===== src/design/rwc_pkg.sv =====
// shared types and constants for the replay window check
`default_nettype none

package rwc_pkg;

	localparam int WORD_BITS       = 64;
	localparam int WINDOW_BITS_DEF = 1024;

	typedef enum logic [1:0] {
		ST_OK    = 2'd0,
		ST_SEEN  = 2'd1,
		ST_OLD   = 2'd2,
		ST_ORDER = 2'd3
	} status_t;

	typedef struct packed {
		logic    ok;
		status_t status;
	} judge_t;

endpackage

`default_nettype wire


===== src/design/rwc_ram.sv =====
// generic single-port-write, single-port-read ram with registered read data
`default_nettype none

module rwc_ram #(
	parameter int WIDTH  = 64,
	parameter int DEPTH  = 16,
	parameter int ADDR_W = (DEPTH > 1) ? $clog2(DEPTH) : 1
) (
	input  wire logic              clk,
	input  wire logic              wr_en,
	input  wire logic [ADDR_W-1:0] wr_addr,
	input  wire logic [WIDTH-1:0]  wr_data,
	input  wire logic [ADDR_W-1:0] rd_addr,
	output logic      [WIDTH-1:0]  rd_data
);

	logic [WIDTH-1:0] mem_q [DEPTH];

	always_ff @(posedge clk) begin
		if (wr_en) begin
			mem_q[wr_addr] <= wr_data;
		end
		rd_data <= mem_q[rd_addr];
	end

endmodule

`default_nettype wire


===== src/design/rwc_judge.sv =====
// freshness decision for one counter against the window
`default_nettype none

module rwc_judge import rwc_pkg::*; #(
	parameter int WINDOW_BITS = WINDOW_BITS_DEF
) (
	input  wire logic [31:0]          back,
	input  wire logic                 allow_ooo,
	input  wire logic [WORD_BITS-1:0] word,
	output judge_t                    result
);

	always_comb begin
		// top bit of the backward distance set means the counter is newer
		if (back[31]) begin
			result.status = ST_OK;
		end else if (!allow_ooo) begin
			result.status = ST_ORDER;
		end else if (back >= 32'(WINDOW_BITS)) begin
			result.status = ST_OLD;
		end else if (word[back[5:0]]) begin
			result.status = ST_SEEN;
		end else begin
			result.status = ST_OK;
		end
		result.ok = (result.status == ST_OK);
	end

endmodule

`default_nettype wire


===== src/design/rwc_ctrl.sv =====
// sequencer: bitmap read-modify-write, window slide sweep and result register
`default_nettype none

module rwc_ctrl import rwc_pkg::*; #(
	parameter int WINDOW_BITS = WINDOW_BITS_DEF,
	parameter int WORDS       = (WINDOW_BITS + WORD_BITS - 1) / WORD_BITS,
	parameter int AW          = (WORDS > 1) ? $clog2(WORDS) : 1
) (
	input  wire logic                 clk,
	input  wire logic                 arst_n,
	input  wire logic                 start,
	input  wire logic                 req_type,
	input  wire logic [63:0]          counter,
	input  wire logic                 allow_ooo,
	output logic                      busy,
	output logic                      done,
	output logic                      fresh,
	output logic [1:0]                status,
	output logic                      mem_wr_en,
	output logic [AW-1:0]             mem_wr_addr,
	output logic [WORD_BITS-1:0]      mem_wr_data,
	output logic [AW-1:0]             mem_rd_addr,
	input  wire logic [WORD_BITS-1:0] mem_rd_data
);

	localparam int VBITS = 1 << AW;

	typedef enum logic [2:0] {
		S_IDLE,
		S_LOOK,
		S_PRIME,
		S_SHIFT,
		S_FIN
	} state_t;

	state_t               state_q;
	logic                 done_q;
	logic                 fresh_q;
	status_t              status_q;
	logic [63:0]          newest_q;
	logic [VBITS-1:0]     valid_q;
	logic [VBITS-1:0]     valid_d;
	logic                 rvalid_s1;

	logic                 req_q;
	logic [63:0]          counter_q;
	logic [31:0]          back_q;
	logic [WORD_BITS-1:0] hi_q;
	logic [AW-1:0]        src_q;

	logic [31:0]          back_in;
	logic [31:0]          fwd;
	logic [AW-1:0]        ws;
	logic [5:0]           bs;
	logic [AW-1:0]        src_top;
	logic [AW-1:0]        dst;
	logic [WORD_BITS-1:0] rd_word;
	logic [WORD_BITS-1:0] lo_word;
	logic [2*WORD_BITS-1:0] merged;
	logic [VBITS-1:0]     low_mask;
	logic                 restart;
	logic                 commit_ok;
	judge_t               jd;

	assign back_in = newest_q[31:0] - counter[31:0];
	assign fwd     = 32'd0 - back_q;
	assign ws      = fwd[6 +: AW];
	assign bs      = fwd[5:0];
	assign src_top = AW'(WORDS - 1) - ws;
	assign dst     = src_q + ws;
	assign rd_word = rvalid_s1 ? mem_rd_data : '0;
	// the lowest source word has nothing below it to pull bits from
	assign lo_word = (src_q == '0) ? '0 : rd_word;
	assign merged  = {hi_q, lo_word} << bs;
	assign restart = fwd >= 32'(WINDOW_BITS);
	assign commit_ok = req_q && jd.ok;

	always_comb begin
		for (int i = 0; i < VBITS; i++) begin
			low_mask[i] = (i < int'(ws));
		end
	end

	rwc_judge #(
		.WINDOW_BITS(WINDOW_BITS)
	) u_judge (
		.back     (back_q),
		.allow_ooo(allow_ooo),
		.word     (rd_word),
		.result   (jd)
	);

	always_comb begin
		mem_rd_addr = '0;
		mem_wr_en   = 1'b0;
		mem_wr_addr = '0;
		mem_wr_data = '0;
		valid_d     = valid_q;
		unique case (state_q)
			S_IDLE: begin
				mem_rd_addr = back_in[6 +: AW];
			end
			S_LOOK: begin
				mem_rd_addr = src_top;
				if (commit_ok) begin
					if (back_q[31]) begin
						if (restart) begin
							mem_wr_en      = 1'b1;
							mem_wr_data    = WORD_BITS'(1);
							valid_d        = '0;
							valid_d[0]     = 1'b1;
						end
					end else begin
						mem_wr_en   = 1'b1;
						mem_wr_addr = back_q[6 +: AW];
						mem_wr_data = rd_word | (WORD_BITS'(1) << back_q[5:0]);
						valid_d[back_q[6 +: AW]] = 1'b1;
					end
				end
			end
			S_PRIME: begin
				mem_rd_addr = src_top - AW'(1);
			end
			S_SHIFT: begin
				mem_rd_addr = src_q - AW'(1) - AW'(1);
				mem_wr_en   = 1'b1;
				mem_wr_addr = dst;
				mem_wr_data = merged[2*WORD_BITS-1:WORD_BITS];
				// no word move: the newest counter bit lands in this last word
				if (src_q == '0 && ws == '0) begin
					mem_wr_data[0] = 1'b1;
				end
				valid_d[dst] = 1'b1;
				if (src_q == '0) begin
					valid_d = valid_d & ~low_mask;
				end
			end
			S_FIN: begin
				mem_wr_en   = 1'b1;
				mem_wr_data = WORD_BITS'(1);
				valid_d[0]  = 1'b1;
			end
			default: begin
				mem_rd_addr = '0;
			end
		endcase
	end

	always_ff @(posedge clk or negedge arst_n) begin
		if (!arst_n) begin
			state_q   <= S_IDLE;
			done_q    <= 1'b0;
			fresh_q   <= 1'b0;
			status_q  <= ST_OK;
			newest_q  <= '0;
			valid_q   <= '0;
			rvalid_s1 <= 1'b0;
		end else begin
			done_q    <= 1'b0;
			valid_q   <= valid_d;
			rvalid_s1 <= valid_q[mem_rd_addr];
			unique case (state_q)
				S_IDLE: begin
					if (start) begin
						state_q <= S_LOOK;
					end
				end
				S_LOOK: begin
					done_q   <= 1'b1;
					fresh_q  <= jd.ok;
					status_q <= jd.status;
					state_q  <= S_IDLE;
					if (commit_ok && back_q[31]) begin
						newest_q <= counter_q;
						if (!restart) begin
							state_q <= S_PRIME;
						end
					end
				end
				S_PRIME: begin
					state_q <= S_SHIFT;
				end
				S_SHIFT: begin
					if (src_q == '0) begin
						state_q <= (ws == '0) ? S_IDLE : S_FIN;
					end
				end
				S_FIN: begin
					state_q <= S_IDLE;
				end
				default: begin
					state_q <= S_IDLE;
				end
			endcase
		end
	end

	always_ff @(posedge clk) begin
		case (state_q)
			S_IDLE: begin
				if (start) begin
					req_q     <= req_type;
					counter_q <= counter;
					back_q    <= back_in;
				end
			end
			S_PRIME: begin
				hi_q  <= rd_word;
				src_q <= src_top;
			end
			S_SHIFT: begin
				hi_q  <= rd_word;
				src_q <= src_q - AW'(1);
			end
			default: begin
			end
		endcase
	end

	assign busy   = (state_q != S_IDLE);
	assign done   = done_q;
	assign fresh  = fresh_q;
	assign status = status_q;

endmodule

`default_nettype wire


===== src/design/replay_window_check_core.sv =====
// Anti-replay window over 64-bit packet counters. A request is taken when start is high and
// busy is low; its result shows on fresh and status for one cycle with done high, registered
// from S_LOOK, and the receiver cannot stall it. A check, a refused request, an older-counter
// commit and a commit that jumps the window by WINDOW_BITS or more all return to idle from
// S_LOOK; busy drops in the cycle done is shown. A commit of a newer counter closer than
// WINDOW_BITS moves the bitmap through its ram one 64-bit word per cycle, so busy stays high
// through S_PRIME, the S_SHIFT sweep and, when the window moves a whole word or more, S_FIN.
// A valid flag per bitmap word makes every word read as zero after reset, so there is no
// clearing pass and a request may come on the first cycle after reset.
`default_nettype none

module replay_window_check_core import rwc_pkg::*; #(
	parameter int WINDOW_BITS = WINDOW_BITS_DEF
) (
	input  wire logic        clk,
	input  wire logic        arst_n,
	input  wire logic        start,
	output logic             busy,
	input  wire logic        req_type,
	input  wire logic [63:0] counter,
	input  wire logic        cfg_wr_en,
	input  wire logic        cfg_wr_data,
	output logic             done,
	output logic             fresh,
	output logic [1:0]       status
);

	localparam int WORDS = (WINDOW_BITS + WORD_BITS - 1) / WORD_BITS;
	localparam int AW    = (WORDS > 1) ? $clog2(WORDS) : 1;

	logic                 allow_ooo_q;
	logic                 mem_wr_en;
	logic [AW-1:0]        mem_wr_addr;
	logic [WORD_BITS-1:0] mem_wr_data;
	logic [AW-1:0]        mem_rd_addr;
	logic [WORD_BITS-1:0] mem_rd_data;

	always_ff @(posedge clk or negedge arst_n) begin
		if (!arst_n) begin
			allow_ooo_q <= 1'b1;
		end else if (cfg_wr_en) begin
			allow_ooo_q <= cfg_wr_data;
		end
	end

	rwc_ctrl #(
		.WINDOW_BITS(WINDOW_BITS),
		.WORDS      (WORDS),
		.AW         (AW)
	) u_ctrl (
		.clk        (clk),
		.arst_n     (arst_n),
		.start      (start),
		.req_type   (req_type),
		.counter    (counter),
		.allow_ooo  (allow_ooo_q),
		.busy       (busy),
		.done       (done),
		.fresh      (fresh),
		.status     (status),
		.mem_wr_en  (mem_wr_en),
		.mem_wr_addr(mem_wr_addr),
		.mem_wr_data(mem_wr_data),
		.mem_rd_addr(mem_rd_addr),
		.mem_rd_data(mem_rd_data)
	);

	rwc_ram #(
		.WIDTH (WORD_BITS),
		.DEPTH (WORDS),
		.ADDR_W(AW)
	) u_bitmap (
		.clk    (clk),
		.wr_en  (mem_wr_en),
		.wr_addr(mem_wr_addr),
		.wr_data(mem_wr_data),
		.rd_addr(mem_rd_addr),
		.rd_data(mem_rd_data)
	);

	// every taken request gets its result strobe
	a_result_latency: assert property (@(posedge clk) disable iff (!arst_n)
		(start && !busy) |-> ##2 done)
		else $error("request without result two cycles later");

	// a result only follows a request in progress
	a_no_spurious_done: assert property (@(posedge clk) disable iff (!arst_n)
		done |-> $past(busy))
		else $error("result strobe without a request in progress");

	a_fresh_matches_status: assert property (@(posedge clk) disable iff (!arst_n)
		done |-> (fresh == (status == ST_OK)))
		else $error("fresh disagrees with status");

	// no write to the bitmap while idle
	a_idle_no_write: assert property (@(posedge clk) disable iff (!arst_n)
		!busy |-> !mem_wr_en)
		else $error("bitmap write while idle");

endmodule

`default_nettype wire

===== config.mk =====
export PLATFORM = sky130hd
export DESIGN_NAME = replay_window_check_core
export DESIGN_NICKNAME = d
export VERILOG_FILES = /design/src/design/rwc_pkg.sv /design/src/design/rwc_ram.sv /design/src/design/rwc_judge.sv /design/src/design/rwc_ctrl.sv /design/src/design/replay_window_check_core.sv
export SDC_FILE = /design/constraint.sdc
export NUM_CORES = 2
export LEC_CHECK = 0
export ABC_AREA = 1
export BUFFER_PORTS_ARGS = -buffer_cell sky130_fd_sc_hd__buf_2
export CAP_MARGIN = 5
export CORE_MARGIN = 3
export CORE_UTILIZATION = 57
export CTS_CLUSTER_DIAMETER = 200
export DETAILED_ROUTE_END_ITERATION = 6
export PLACE_DENSITY = 0.76
export SETUP_SLACK_MARGIN = 0.15
export SLEW_MARGIN = 10
export SYNTH_ARGS = -nofsm -noshare
export SYNTH_HDL_FRONTEND = slang
export SYNTH_SLANG_ARGS = --single-unit

===== constraint.sdc =====
create_clock -name clk -period 6.8 [get_ports clk]
set_input_delay 1.02 -clock clk [delete_from_list [all_inputs] [get_ports clk]]
set_output_delay 1.02 -clock clk [all_outputs]
set_load 0.03 [all_outputs]

==> summary.txt <==
setup violators final - 0
crit end category - flip-flop
die height - 335 um
GPL Wtd Cong - 1.07
DR iter-0 viols - 7445
drt drc - 3
final worst path period need - 5.37 ns
Synth Instances - 6446
clk buf depth - 3
register area - 37500 sq um
Clk pin slew, worst setup/hold paths - 0.06 ns
violated checks - DRC
maximum clock rate - 0.186 GHz
Finished Layout Cells - 7828
total wire length - 194000 um
syn avg cell area - 9.59 sq um
Sinks on Clock Net - 1278
Yosys reg bits - 1278
GRT overflow - 0
final setup TNS - 0 ns
vias in the first global route - 45.6k
CP startpoint - u_ctrl.back_q[0]$_DFFE_PP_
initial antenna violation count - 1
First-pass DRT Iterations - 7
I/O pin count - 75
# nets final - 6432
Hold Vio Cnt, Final - 0
Ys Warns - 0
Final Skew - 0.0373 ns
post-synth top area cell - edfxtp_1
Tot GR Track Use - 0.339
Initial Util - 0.576
Pint - 19.3 mW
H-Tree Depth - 4
share of cells above drive strength 1 - 0.0761
post-DP HPWL - 113000 um
area of the multi-input gates - 21600 sq um
Setup crit start kind - flip-flop
CTS tree - yes
syn_nets - 6560
Inserted Clock Buffers - 131
Synth top area share - 0.562
RSZ-0062 raised after global routing - no
Switch Pwr - 18.7 mW
Synth area leaders - edfxtp_1, nand2_1, nand3_1, o21ai_0, nand4_1
most frequent cells in the layout - nand2_1, edfxtp_1, nand3_1
status - complete, but fails checks
ANT cells - 0
Comb pwr share - 0.553
Root Buffer - clkbuf_16
Hold Crit Class - in -> async
cell depth of the worst flop-to-flop path - 18
die area - 112000 sq um
Sw Share - 0.492
post_cts resized - 0
PortBufs - 42
Tightest Pin Transition - 1.27 ns
via count - 49.4k
Post-synth EDFFs - 1157
# fillers - 8355
PwrDens - 560 nW/um^2
vias per inst - 6.30
Worst-Skew Late Latency - 0.78 ns
hold_buf cts - 0
wire per inst - 24.8 um
Syn Std Cell Area - 61800 sq um
num rows - 120
postcts setup bufs - 0
total core area - 107000 sq um
DRT antenna net count - 0
WP data required - 7.23 ns
Synth cell types - 56
maximum vdd drop - 686 uV
Setup crit end - u_bitmap.mem_q[0][53]$_DFFE_PP_
worst reg2reg startpoint - u_ctrl.back_q[0]$_DFFE_PP_
worst r2r dst - u_bitmap.mem_q[0][53]$_DFFE_PP_
Final Max Tran Viols - 0
Rel. slew slack - 0.147
FFs w/ async S/R, synth - 0.0446
ys flop type - edfxtp_1
register area share after synthesis - 0.606
Setup Crit Path Kind - reg -> reg
first-pass GRT wire length - 285000 um
P&R area growth vs syn - 9.72%
arrival time worst endpoint - 5.81 ns
sequential fraction of design power - 0.261
Post-Place Cells - 7587
Leakage - 26.3 nW
clock network power share - 0.186
most common cell after layout, fill and taps aside - nand2_1
die width - 335 um
final worst-path cycle share - 0.790
max_cap viols - 0
worst reg2reg setup slack - 1.43 ns
pin count of the biggest net entering global routing - 178
Critical Path Fanout Max - 79
cell usage after synthesis (7+ instances only):
cell type,instances
nand4_1,269
a21oi_1,127
o21ai_0,395
buf_6,9
nand2_1,2307
inv_1,261
o32ai_1,7
nand3_1,728
clkbuf_1,199
o211ai_1,46
or2_2,13
nor2_1,196
a31oi_1,30
edfxtp_1,1157
ha_1,42
o311ai_0,9
o21a_1,13
o21ai_1,23
buf_1,46
mux2_2,31
xnor2_1,14
o21bai_1,7
a22oi_1,13
dfrtp_1,56
inv_2,8
o31ai_1,28
xor2_1,26
nor3_1,10
buf_2,101
dfxtp_1,64
buf_4,70
mux2i_1,79
power groups by stage:
stage                     clock network (mW)  logic [mW]  registers (mW)
final                                   7.07        21.0            9.89
after global routing                    7.45        22.9            9.92
after CTS                               7.15        20.4            9.86
after detailed placement                   0        20.3            10.0
after global placement                     0        19.9            9.99
after floorplan                            0        14.9            9.75
through the flow:
step	hold WS [ns]	total power, mW	area [sq um]	utilization	setup slack (ns)
after global placement	0.458	29.9	63500	0.592	1.69
final	0.432	38.0	67800	0.632	1.43
after detailed placement	0.465	30.3	63500	0.592	1.57
after CTS	0.389	37.5	67700	0.631	1.58
after global routing	0.402	40.3	67800	0.632	1.05
after floorplan	0.455	24.7	61800	-	-0.0489
worst min-delay path by stage:
stage,endpoint,slack (ns)
6_report,u_ctrl.newest_q[0]$_DFFE_PN0P_,0.43
5_1_grt,u_ctrl.req_q$_DFFE_PP_,0.40
4_1_cts,u_ctrl.req_q$_DFFE_PP_,0.39
3_5_place_dp,u_ctrl.newest_q[19]$_DFFE_PN0P_,0.47
3_3_place_gp,u_ctrl.newest_q[20]$_DFFE_PN0P_,0.46
2_1_floorplan,u_ctrl.newest_q[2]$_DFFE_PN0P_,0.46
worst max-delay path, stage by stage (launching register included):
cell      delay, ns
edfxtp_1       0.42
buf_4          0.47
buf_4          0.74
nor2_1         0.13
o21ai_0        0.19
nand2_1        0.07
nor2_1         0.12
nand2_1        0.07
nand3_1        0.26
nand2_1        0.20
nand3_1        0.11
nand2_1        0.10
a21oi_4        0.13
buf_4          0.48
nand3_1        0.24
nand2_1        0.16
nand3_1        0.12
nor2_4         0.50
buf_12         0.36
layer usage:
metal / vias up / global-route usage / share of wire
li1: 22100 / - / -
met4: 0 / 0.165 / 0.050
met1: 23400 / 0.477 / 0.39
met5: - / 0 / 0
met3: 569 / 0.0665 / 0.12
met2: 3264 / 0.508 / 0.44
layout make-up:
cell class	count	share of cell area
sequential	1278	0.552
clock buffer	184	0.0541
multi-input combinational	4469	0.319
timing repair buffer	164	0.0242
tap	1403	0.0259
inverter	274	0.0154
clock inverter	56	0.00853
logic make-up (layout without fill, tap and decap cells):
kind of cell               count (synthesis)  after routing  share of synthesized area
AOI/OAI and AO/OA                        725            725                     0.0659
xor gates and xnor gates                  43             43                    0.00664
adders and majority gates                 44             44                    0.00915
buffers and inverters                    699            678                     0.0499
DFF                                     1278           1278                      0.606
muxes                                    110            110                     0.0184
and+or+nand+nor                         3547           3547                      0.244
flip-flops by register name, summed over array words and instances (netlist names):
| name | cells |
|---|---|
| u_ctrl.newest_q | 32 |
| u_ctrl.back_q | 32 |
| u_ctrl.fresh | 1 |
| u_bitmap.mem_q | 1024 |
| u_ctrl.req_q | 1 |
| u_ctrl.hi_q | 64 |
| u_ctrl.state_q | 3 |
| u_ctrl.counter_q | 32 |
| u_ctrl.valid_q | 16 |
| u_ctrl.src_q | 4 |
| u_ctrl.done | 1 |
| u_ctrl.rvalid_s1 | 1 |
| allow_ooo_q | 1 |
| u_bitmap.rd_data | 64 |
| u_ctrl.status | 2 |
Note: power is estimated with default switching activity, not from simulation.
